$ cat config.mk
export PLATFORM = sky130hd
export DESIGN_NAME = depth_level_classifier
export DESIGN_NICKNAME = d
export VERILOG_FILES = /design/src/design/dlc_pkg.sv /design/src/design/depth_level_classifier.sv
export SDC_FILE = /design/constraint.sdc
export NUM_CORES = 2
export LEC_CHECK = 0
export BUFFER_PORTS_ARGS = -buffer_cell sky130_fd_sc_hd__buf_2
export CORE_UTILIZATION = 55
export CTS_BUF_LIST = sky130_fd_sc_hd__clkbuf_16
export DETAILED_ROUTE_END_ITERATION = 6
export GPL_TIMING_DRIVEN = 0
export PLACE_DENSITY = 0.8
export SETUP_SLACK_MARGIN = 0.1
export SYNTH_ARGS = -nofsm -noshare
export SYNTH_HDL_FRONTEND = slang
export SYNTH_SLANG_ARGS = --single-unit
$ cat constraint.sdc
create_clock -name clk -period 8.25 [get_ports clk]
set_input_delay 0.4125 -clock clk [delete_from_list [all_inputs] [get_ports clk]]
set_output_delay 0.4125 -clock clk [all_outputs]
set_load 0.02 [all_outputs]
$ cat src/design/dlc_pkg.sv
// shared constants for the depth level classifier
package dlc_pkg;

  localparam int DEPTH_W = 32;
  localparam int TOL_W   = 31;
  localparam int FUNC_W  = 2;
  localparam int IDX_W   = 7;
  localparam int CNT_W   = 7;
  localparam int STAT_W  = 2;

  typedef logic [FUNC_W-1:0] func_t;
  typedef logic [STAT_W-1:0] status_t;

  localparam func_t FN_CLASSIFY = 2'd0;
  localparam func_t FN_APPEND   = 2'd1;
  localparam func_t FN_CLEAR    = 2'd2;
  localparam func_t FN_NONE     = 2'd3;

  localparam status_t ST_OK    = 2'd0;
  localparam status_t ST_FULL  = 2'd1;
  localparam status_t ST_EMPTY = 2'd2;

  localparam logic REG_MODE = 1'b0;
  localparam logic REG_TOL  = 1'b1;

  localparam logic MODE_DISCOVER = 1'b0;
  localparam logic MODE_PRESET   = 1'b1;

  localparam logic [TOL_W-1:0] TOL_RESET = 31'd6554;

endpackage

$ cat src/design/depth_level_classifier.sv
// depth level classifier: level table memory with a sequential scan per classify request
//
// A request carries a function code in s_tuser and a signed Q16.16 depth in s_tdata.
// Classify requests read the stored levels one per cycle from a table memory with a
// registered read; a classify request goes through accept, a scan of all stored
// levels and a finish step that waits for a free output register; append, clear and
// unused requests go through accept and finish. One request is handled at a time;
// the result sits in an output register, so a new request is taken while an earlier
// result still waits. Clear resets only the fill count, so no clearing pass runs after
// reset. Write mode and tolerance only while the block is idle.
module depth_level_classifier #(
  parameter int MAX_LEVELS = 64
) (
  input  logic                        clk,
  input  logic                        rst,
  input  logic                        s_tvalid,
  output logic                        s_tready,
  input  logic [dlc_pkg::DEPTH_W-1:0] s_tdata,   // [31:0] depth_value
  input  logic [dlc_pkg::FUNC_W-1:0]  s_tuser,   // [1:0] func
  output logic                        m_tvalid,
  input  logic                        m_tready,
  output logic [15:0]                 m_tdata,   // [6:0] level_index, [13:7] level_count,
                                                 // [15:14] status
  input  logic                        cfg_valid,
  output logic                        cfg_ready,
  input  logic                        cfg_index,
  input  logic [dlc_pkg::TOL_W-1:0]   cfg_data
);
  import dlc_pkg::*;

  localparam int AW = (MAX_LEVELS > 1) ? $clog2(MAX_LEVELS) : 1;
  localparam int CW = $clog2(MAX_LEVELS + 1);

  localparam logic [1:0] S_IDLE = 2'd0;
  localparam logic [1:0] S_SCAN = 2'd1;
  localparam logic [1:0] S_FIN  = 2'd2;

  logic [1:0]              state;
  logic                    mode;
  logic [TOL_W-1:0]        tolerance;
  logic [CW-1:0]           total;
  logic [CW-1:0]           rd_ptr;
  logic                    pend_v;
  logic [AW-1:0]           pend_idx;
  logic                    hit;
  logic [AW-1:0]           hit_idx;
  func_t                   func;
  logic signed [DEPTH_W-1:0] z;

  logic [DEPTH_W-1:0]      mem [MAX_LEVELS];
  logic signed [DEPTH_W-1:0] rdata;
  logic                    mem_we;

  logic [IDX_W-1:0]        out_index;
  logic [CNT_W-1:0]        out_count;
  status_t                 out_status;

  logic                    full;
  logic                    out_free;
  logic                    in_take;
  logic signed [DEPTH_W:0] diff;
  logic [DEPTH_W:0]        adiff;
  logic                    near;
  logic                    below;

  logic                    res_neg;
  logic [CW-1:0]           res_idx;
  status_t                 res_status;
  logic [CW-1:0]           total_next;
  logic [CW+IDX_W-1:0]     idx_ext;
  logic [CW+CNT_W-1:0]     cnt_ext;

  assign full      = (total == CW'(MAX_LEVELS));
  assign out_free  = !m_tvalid || m_tready;
  assign s_tready  = (state == S_IDLE);
  assign in_take   = s_tvalid && s_tready;
  assign cfg_ready = 1'b1;

  assign diff  = {z[DEPTH_W-1], z} - {rdata[DEPTH_W-1], rdata};
  assign adiff = diff[DEPTH_W] ? (DEPTH_W+1)'(-diff) : diff;
  assign near  = adiff < {2'b00, tolerance};
  assign below = z > rdata;

  always_ff @(posedge clk) begin
    if (mem_we) begin
      mem[total[AW-1:0]] <= z;
    end
    rdata <= mem[rd_ptr[AW-1:0]];
  end

  always_comb begin
    res_neg    = 1'b1;
    res_idx    = '0;
    res_status = ST_OK;
    total_next = total;
    mem_we     = 1'b0;
    unique case (func)
      FN_APPEND: begin
        if (full) begin
          res_status = ST_FULL;
        end else begin
          mem_we     = 1'b1;
          res_neg    = 1'b0;
          res_idx    = total;
          total_next = total + CW'(1);
        end
      end
      FN_CLEAR: begin
        total_next = '0;
      end
      FN_CLASSIFY: begin
        if (mode == MODE_DISCOVER) begin
          priority if (hit) begin
            res_neg = 1'b0;
            res_idx = CW'(hit_idx);
          end else if (full) begin
            res_status = ST_FULL;
          end else begin
            mem_we     = 1'b1;
            total_next = total + CW'(1);
            res_neg    = (tolerance == '0);
            res_idx    = total;
          end
        end else begin
          priority if (total == '0) begin
            res_status = ST_EMPTY;
          end else if (hit) begin
            res_neg = 1'b0;
            res_idx = CW'(hit_idx);
          end else begin
            res_neg = 1'b0;
            res_idx = total - CW'(1);
          end
        end
      end
      default: begin
      end
    endcase
    mem_we = mem_we && (state == S_FIN) && out_free;
  end

  assign idx_ext = {{IDX_W{1'b0}}, res_idx};
  assign cnt_ext = {{CNT_W{1'b0}}, total_next};

  always_ff @(posedge clk) begin
    if (rst) begin
      state     <= S_IDLE;
      mode      <= MODE_DISCOVER;
      tolerance <= TOL_RESET;
      total     <= '0;
      rd_ptr    <= '0;
      pend_v    <= 1'b0;
      hit       <= 1'b0;
      m_tvalid  <= 1'b0;
    end else begin
      if (cfg_valid && cfg_ready) begin
        unique case (cfg_index)
          REG_MODE: mode      <= cfg_data[0];
          REG_TOL:  tolerance <= cfg_data;
          default: begin
          end
        endcase
      end
      if ((state == S_FIN) && out_free) begin
        m_tvalid <= 1'b1;
      end else if (m_tready) begin
        m_tvalid <= 1'b0;
      end
      unique case (state)
        S_IDLE: begin
          if (in_take) begin
            func   <= s_tuser;
            z      <= s_tdata;
            hit    <= 1'b0;
            rd_ptr <= '0;
            pend_v <= 1'b0;
            state  <= (s_tuser == FN_CLASSIFY) ? S_SCAN : S_FIN;
          end
        end
        S_SCAN: begin
          if (pend_v) begin
            if (mode == MODE_DISCOVER) begin
              if (near) begin
                hit     <= 1'b1;
                hit_idx <= pend_idx;
              end
            end else if (!hit && below) begin
              hit     <= 1'b1;
              hit_idx <= pend_idx;
            end
          end
          if (rd_ptr < total) begin
            pend_v   <= 1'b1;
            pend_idx <= rd_ptr[AW-1:0];
            rd_ptr   <= rd_ptr + CW'(1);
          end else begin
            pend_v <= 1'b0;
            state  <= S_FIN;
          end
        end
        S_FIN: begin
          if (out_free) begin
            out_index  <= res_neg ? {IDX_W{1'b1}} : idx_ext[IDX_W-1:0];
            out_count  <= cnt_ext[CNT_W-1:0];
            out_status <= res_status;
            total      <= total_next;
            state      <= S_IDLE;
          end
        end
        default: begin
          state <= S_IDLE;
        end
      endcase
    end
  end

  assign m_tdata = {out_status, out_count, out_index};

  a_total_bound: assert property (@(posedge clk) disable iff (rst)
    total <= CW'(MAX_LEVELS))
    else $error("level count beyond table depth");

  a_write_room: assert property (@(posedge clk) disable iff (rst)
    mem_we |-> (state == S_FIN) && !full)
    else $error("table write outside finish or into full table");

  a_pend_scan: assert property (@(posedge clk) disable iff (rst)
    pend_v |-> (state == S_SCAN))
    else $error("read pending outside scan");

  a_take_busy: assert property (@(posedge clk) disable iff (rst)
    in_take |=> (state == S_SCAN) || (state == S_FIN))
    else $error("request taken without starting work");

  a_fin_out: assert property (@(posedge clk) disable iff (rst)
    (state == S_FIN) && out_free |=> m_tvalid && (state == S_IDLE))
    else $error("finished request did not produce a result");

endmodule
## Word level (Yosys, flattened, before mapping)

Memory sizes are Yosys's and may differ from the RTL's. A register that Yosys moved wholly into a read port is not among the register bits.
Cells that the tools add are included.

- Logic and storage cells: 115
- Latch bits: 0
- Memory bits (writable): 2048
- Input port bits: 71
- ROM bits: 0
- Register bits after elaboration: 113
- Output and inout bits: 19
- Memories kept: 1

Memory list:

| name | depth | width | read ports | clocked after memory_dff | write ports | RTL line | source |
|---|---|---|---|---|---|---|---|
| mem | 64 | 32 | 1 | 1 | 1 | depth_level_classifier.sv:50 | `logic [DEPTH_W-1:0] mem [MAX_LEVELS];` |

- Div/mod/pow operators: 0
- $mul: 0
- Shifts and indexed selects: 0
- Muxes and demuxes: 49
- Bitwise operators: 2
- $add $sub $neg: 5
- Equality and inequality tests: 13
- Order comparisons: 3
- Reductions and logical operators: 27

Operator list:

| kind | number |
|---|---|
| two-way mux 7 bit | 10 |
| less-than comparator 33 x 31 -> 1 bit | 1 |
| two-way mux 33 bit | 1 |
| negation 33 bit | 1 |
| subtractor 32 x 32 -> 33 bit | 1 |
| greater-than comparator 32 bit | 1 |
| zero test 31 bit | 1 |
| one-hot mux 7 bit (2 select lines) | 2 |
| one-hot mux 7 bit (3 select lines) | 1 |
| two-way mux 1 bit | 19 |
| two-way mux 6 bit | 3 |
| AND reduction 3 bit | 5 |
| adder 7 x 1 -> 7 bit, second input constant | 2 |
| two-way mux 2 bit | 7 |
| AND reduction 5 bit | 2 |
| != test 2 bit, second input constant | 4 |
| one-hot mux 1 bit (2 select lines) | 4 |
| AND reduction 2 bit | 4 |
| == test 7 bit, second input constant | 1 |
| zero test 7 bit | 1 |
| less-than comparator 7 bit | 1 |
| subtractor 7 x 1 -> 7 bit, second input constant | 1 |
| zero test 2 bit | 3 |
| != test 3 bit, second input constant | 2 |
| other kinds (10) | 21 |

## Logic depth before layout (Yosys ltp)

- Word-level depth: 9
- Depth in mapped cells: 25
- Gate-level depth less buffers: 24

## Worst setup path after synthesis

Ideal clock, no wire load.

- Path kind: register to register
- From: register z[3]
- To: register hit_idx[0] (enable)
- Cell stages (with the launch flop): 22
- Clock period less this slack: 6.351 ns
- Setup time: 0.357 ns
- Arrival time: 5.995 ns
- Required time: 7.893 ns
- Setup slack: 1.899 ns
- Buffers on the path: 1
- Cell sequence: edfxtp_1 > ha_1 > o211ai_2 > a21oi_2 > or2_4 > a211o_4 > a221oi_4 > nor2_1 > o32ai_1 > clkbuf_1 > o41ai_1 > xnor2_1 > ha_1 > a21o_1 > a21o_1 > a221oi_1 > o21ai_0 > a2111oi_0 > o21ai_0 > a221oi_1 > o211ai_1 > o21ai_1

- Cells in the longest elaborated chain, start to end: 6
- Elaborated cells on any way between the ends: 9
- Classes of those cells: 2 x add/sub; 2 x order compare; 1 x eq/ne; 1 x mux; 3 x reduce/logical

RTL lines:

| what | RTL line | source |
|---|---|---|
| from (decl) | depth_level_classifier.sv:48 | `logic signed [DEPTH_W-1:0] z;` |
| from (signal assigned) | depth_level_classifier.sv:173 | `z <= s_tdata;` |
| subtractor 32 x 32 -> 33 bit | depth_level_classifier.sv:79 | `assign diff = {z[DEPTH_W-1], z} - {rdata[DEPTH_W-1], rdata};` |
| negation 33 bit | depth_level_classifier.sv:80 | `assign adiff = diff[DEPTH_W] ? (DEPTH_W+1)'(-diff) : diff;` |
| two-way mux 33 bit | depth_level_classifier.sv:80 |  |
| less-than comparator 33 x 31 -> 1 bit | depth_level_classifier.sv:81 | `assign near = adiff < {2'b00, tolerance};` |
| nonzero test 2 bit (no line) | n/a |  |
| AND reduction 5 bit (no line) (*) | n/a |  |
| to (signal assigned) | depth_level_classifier.sv:185 | `hit_idx <= pend_idx;` |
| to (signal assigned) | depth_level_classifier.sv:189 | `hit_idx <= pend_idx;` |
| to (decl) | depth_level_classifier.sv:46 | `logic [AW-1:0] hit_idx;` |

Mark *: on every way between the ends. The rest lies on a longest branch, timed or not.
A chain may end at the register's enable or synchronous reset.

## Worst setup path in the final report

- From: register z[10]
- To: register hit_idx[2] (enable)

Same word-level chain as after synthesis.

==> flow_metrics.tcl <==
set metrics [dict create \
    fin_ws_ns 0.675 \
    firstDrtPassIters 7 \
    critical_path_class "reg2reg" \
    post-place-ws_ns 0.490 \
    intPower_mw 17.5 \
    synth_ff_type "edfxtp_1" \
    cap_violations 5 \
    drc 19 \
    arrival_ns 8.07 \
    cts_tree "done" \
    yosysMostFrequentCell "edfxtp_1" \
    postRouteAntennaNets 0 \
    dp_hpwl_um 165000 \
    ys_warn_count 0 \
    crit_path_start "z[10]" \
    r2r_cells 23 \
    fp.dieH_um 398 \
    netlist_top_cells_area "edfxtp_1 (73%), mux4_2 (18%), dfxtp_1 (1.9%)" \
    grt_max_degree 34 \
    grt_pass1_vias 46900 \
    outcome "finished, violations left" \
    wl_per_cell_um 40.2 \
    core_area_um2 156000 \
    synth_edf_count 2110 \
    combPwrFrac_pct 4.4 \
    power_frac_clock_pct 41.2 \
    hp-class "in2reg" \
    overflow 0 \
    synth_top_cell_area_share_pct 73.3 \
    finalHoldViolCount 0 \
    syn_inst 3951 \
    clock_path_buffers 3 \
    swShare_pct 22.3 \
    worstHoldPathCells 3 \
    dp_cells 6237 \
    seqCellArea_um2 65000 \
    r2r_slack_ns 0.68 \
    vias_per_cell 7.09 \
    io_buffers 88 \
    syn2layout_area_growth_pct 16.4 \
    syn_area_um2 86400 \
    routed-via-count 47400 \
    first_iter_violations 8712 \
    powerDensity_nw_per_um2 224 \
    r2r-end "hit_idx[2]" \
    yosys_register_bits 2193 \
    period_needed_ns 7.57 \
    clock_sinks 2193 \
    fmax_mhz 132 \
    yosysTopAreaCell "edfxtp_1" \
    finalMaxSlewViolations 40 \
    initial_core_util_pct 55.4 \
    dieArea_um2 159000 \
    multiInputGateArea_um2 20800 \
    post-route-period-util_pct 91.8 \
    htreeDepth 4 \
    synth.distinct_cells 82 \
    cp.required_ns 8.75 \
    crit_path_max_fanout 21 \
    drt_wl_total_um 269000 \
    ir_drop_mv 0.283 \
    worstSetupEndpointType "flip-flop" \
    setup_violations 0 \
    violations "design-rule violations, max-capacitance violations, max-slew violations" \
    clkLatencyLatePin_ns 0.89 \
    avgSynthCellArea_um2 21.9 \
    clk_pin_slew_ns 0.06 \
    nNetsFinal 4601 \
    seqPwrFrac_pct 54.5 \
    power.switching_mw 5.02 \
    skew_ns 0.0416 \
    cp-start-kind "flip-flop" \
    postLayoutCoreUtil_pct 64.4 \
    slew_headroom_pct -4.28 \
    cts-root-buf "clkbuf_16" \
    die_x_um 398 \
    ys_top_cells_by_count "edfxtp_1 (2110), mux4_2 (672), clkbuf_1 (142)" \
    grt_usage_pct 34.4 \
    async_flop_share_pct 0 \
    rsz0062_at_grt "no" \
    leakagePower_nw 31.0 \
    tns_ns 0 \
    synthesis.nets 4096 \
    reg2reg_from "z[10]" \
    fillers 9369 \
    worstMarginPinSlew_ns 1.56 \
    hold_end "m_tvalid" \
    place.gp.congestion 0.941 \
    antenna_found_initial 35 \
    num_rows 145 \
    cts_buffers 203 \
    fin_cells 6694 \
    min_from "m_tready" \
    drive_gt1_share_pct 27.7 \
    io_pins 90 \
    ys_seq_area_share_pct 75.3 \
    grt_pass1_wl_um 372000 \
]
[placed cells by master (no fill, tap or decap), types with 20 or more instances in the layout]
cell and instances:
a21oi_1 86, buf_12 41, dfxtp_1 83, xor2_1 25, a21o_1 21, edfxtp_1 2110, xnor2_1 43, buf_16 95
nand3_1 30, nand2_1 135, nor2_1 74, nor2_4 65, clkinv_2 30, inv_1 141, o21ai_0 48, clkinv_1 44
clkbuf_1 141, ha_1 73, buf_2 93, nand4_1 20, mux4_2 672, dlygate4sd3_1 70, clkbuf_16 205, buf_1 42
[final cells by class]
cell class	count	area share [%]
multi-input cells	1473	20.6
flip-flops and latches	2193	64.7
clock buffers	205	5.10
clock inverters	165	1.23
diodes	15	0.0373
repair buffers	300	4.63
inverters	86	0.321
well taps	2058	2.56
plain buffers	199	0.814
[power groups by stage]
stage,Sequential [mW],Combinational [mW],Clock (mW)
after floorplan,12.5,0.455,0
after global placement,12.6,0.650,0
after detailed placement,12.5,0.905,0
after CTS,12.3,0.951,9.23
after global routing,12.3,1.03,9.64
final,12.3,0.982,9.27
[critical path, cell delays in order (launching register included)]
cell and delay (ns):
edfxtp_1 1.07, buf_16 0.26, ha_1 0.27, clkbuf_1 0.21
nand3_1 0.15, o2bb2ai_1 0.14, o21a_1 0.20, a211o_4 0.31
a221oi_4 0.35, nor2_1 0.12, o32ai_2 0.62, clkbuf_1 0.41
o41ai_1 0.17, xnor2_1 0.25, ha_1 0.29, a21o_1 0.16
a21o_1 0.16, a221oi_1 0.33, o21ai_0 0.13, a2111oi_0 0.37
o21ai_0 0.21, a221oi_1 0.31, o211ai_1 0.17, o21ai_1 0.47
[sequential cells by signal, summed over array words and instances, names as in the netlist, 6 cells and up]
name       cells
rd_ptr         7
out_index      7
rdata         32
hit_idx        6
mem         2048
out_count      7
z             32
pend_idx       6
tolerance     31
total          7
[per-stage QoR]
stage | power [mW] | hold slack (ns) | instance area, um^2
2_1_floorplan | 13.0 | 0.400 | 86400
3_3_place_gp | 13.3 | 0.404 | 89400
3_5_place_dp | 13.4 | 0.418 | 93400
4_1_cts | 22.4 | 0.0934 | 100000
5_1_grt | 22.9 | 0.0693 | 101000
6_report | 22.5 | 0.116 | 101000
[metal layers]
| layer | global-route usage, % | routed length (um) | part of all wire [%] |
|---|---|---|---|
| met2 | 53.6 | 126000 | 47 |
| met5 | 0 | 244 | 0.091 |
| met4 | 20.8 | 20200 | 7.5 |
| met3 | 10.6 | 37900 | 14 |
| met1 | 42.5 | 84700 | 31 |
[repair_timing]
item,CTS,global route
hold buffers,70,0
setup endpoints to repair,0,6
setup buffers,0,0
resized for setup,0,1
endpoints found under the hold margin,71,0
[how the worst max path moves through the flow]
stage	cells past startpoint	to
after floorplan	21	hit_idx[0]
after global placement	22	hit_idx[1]
after detailed placement	23	hit_idx[1]
after CTS	23	hit_idx[2]
after global routing	23	hit_idx[4]
final	23	hit_idx[2]
[logic make-up (layout without fill, tap and decap cells)]
kind of cell,Yosys count,count (layout),synth area share [%]
multiplexers,677,677,17.6
AO/OA/AOI/OAI,241,241,1.80
AND/OR/NAND/NOR,411,411,2.26
flip-flops,2193,2193,75.3
XOR/XNOR,69,69,0.708
adder cells (fa/ha/maj),74,74,1.08
other,1,16,0.00434
buffers and inverters,285,955,1.32
(Power assumes the default switching activity.)
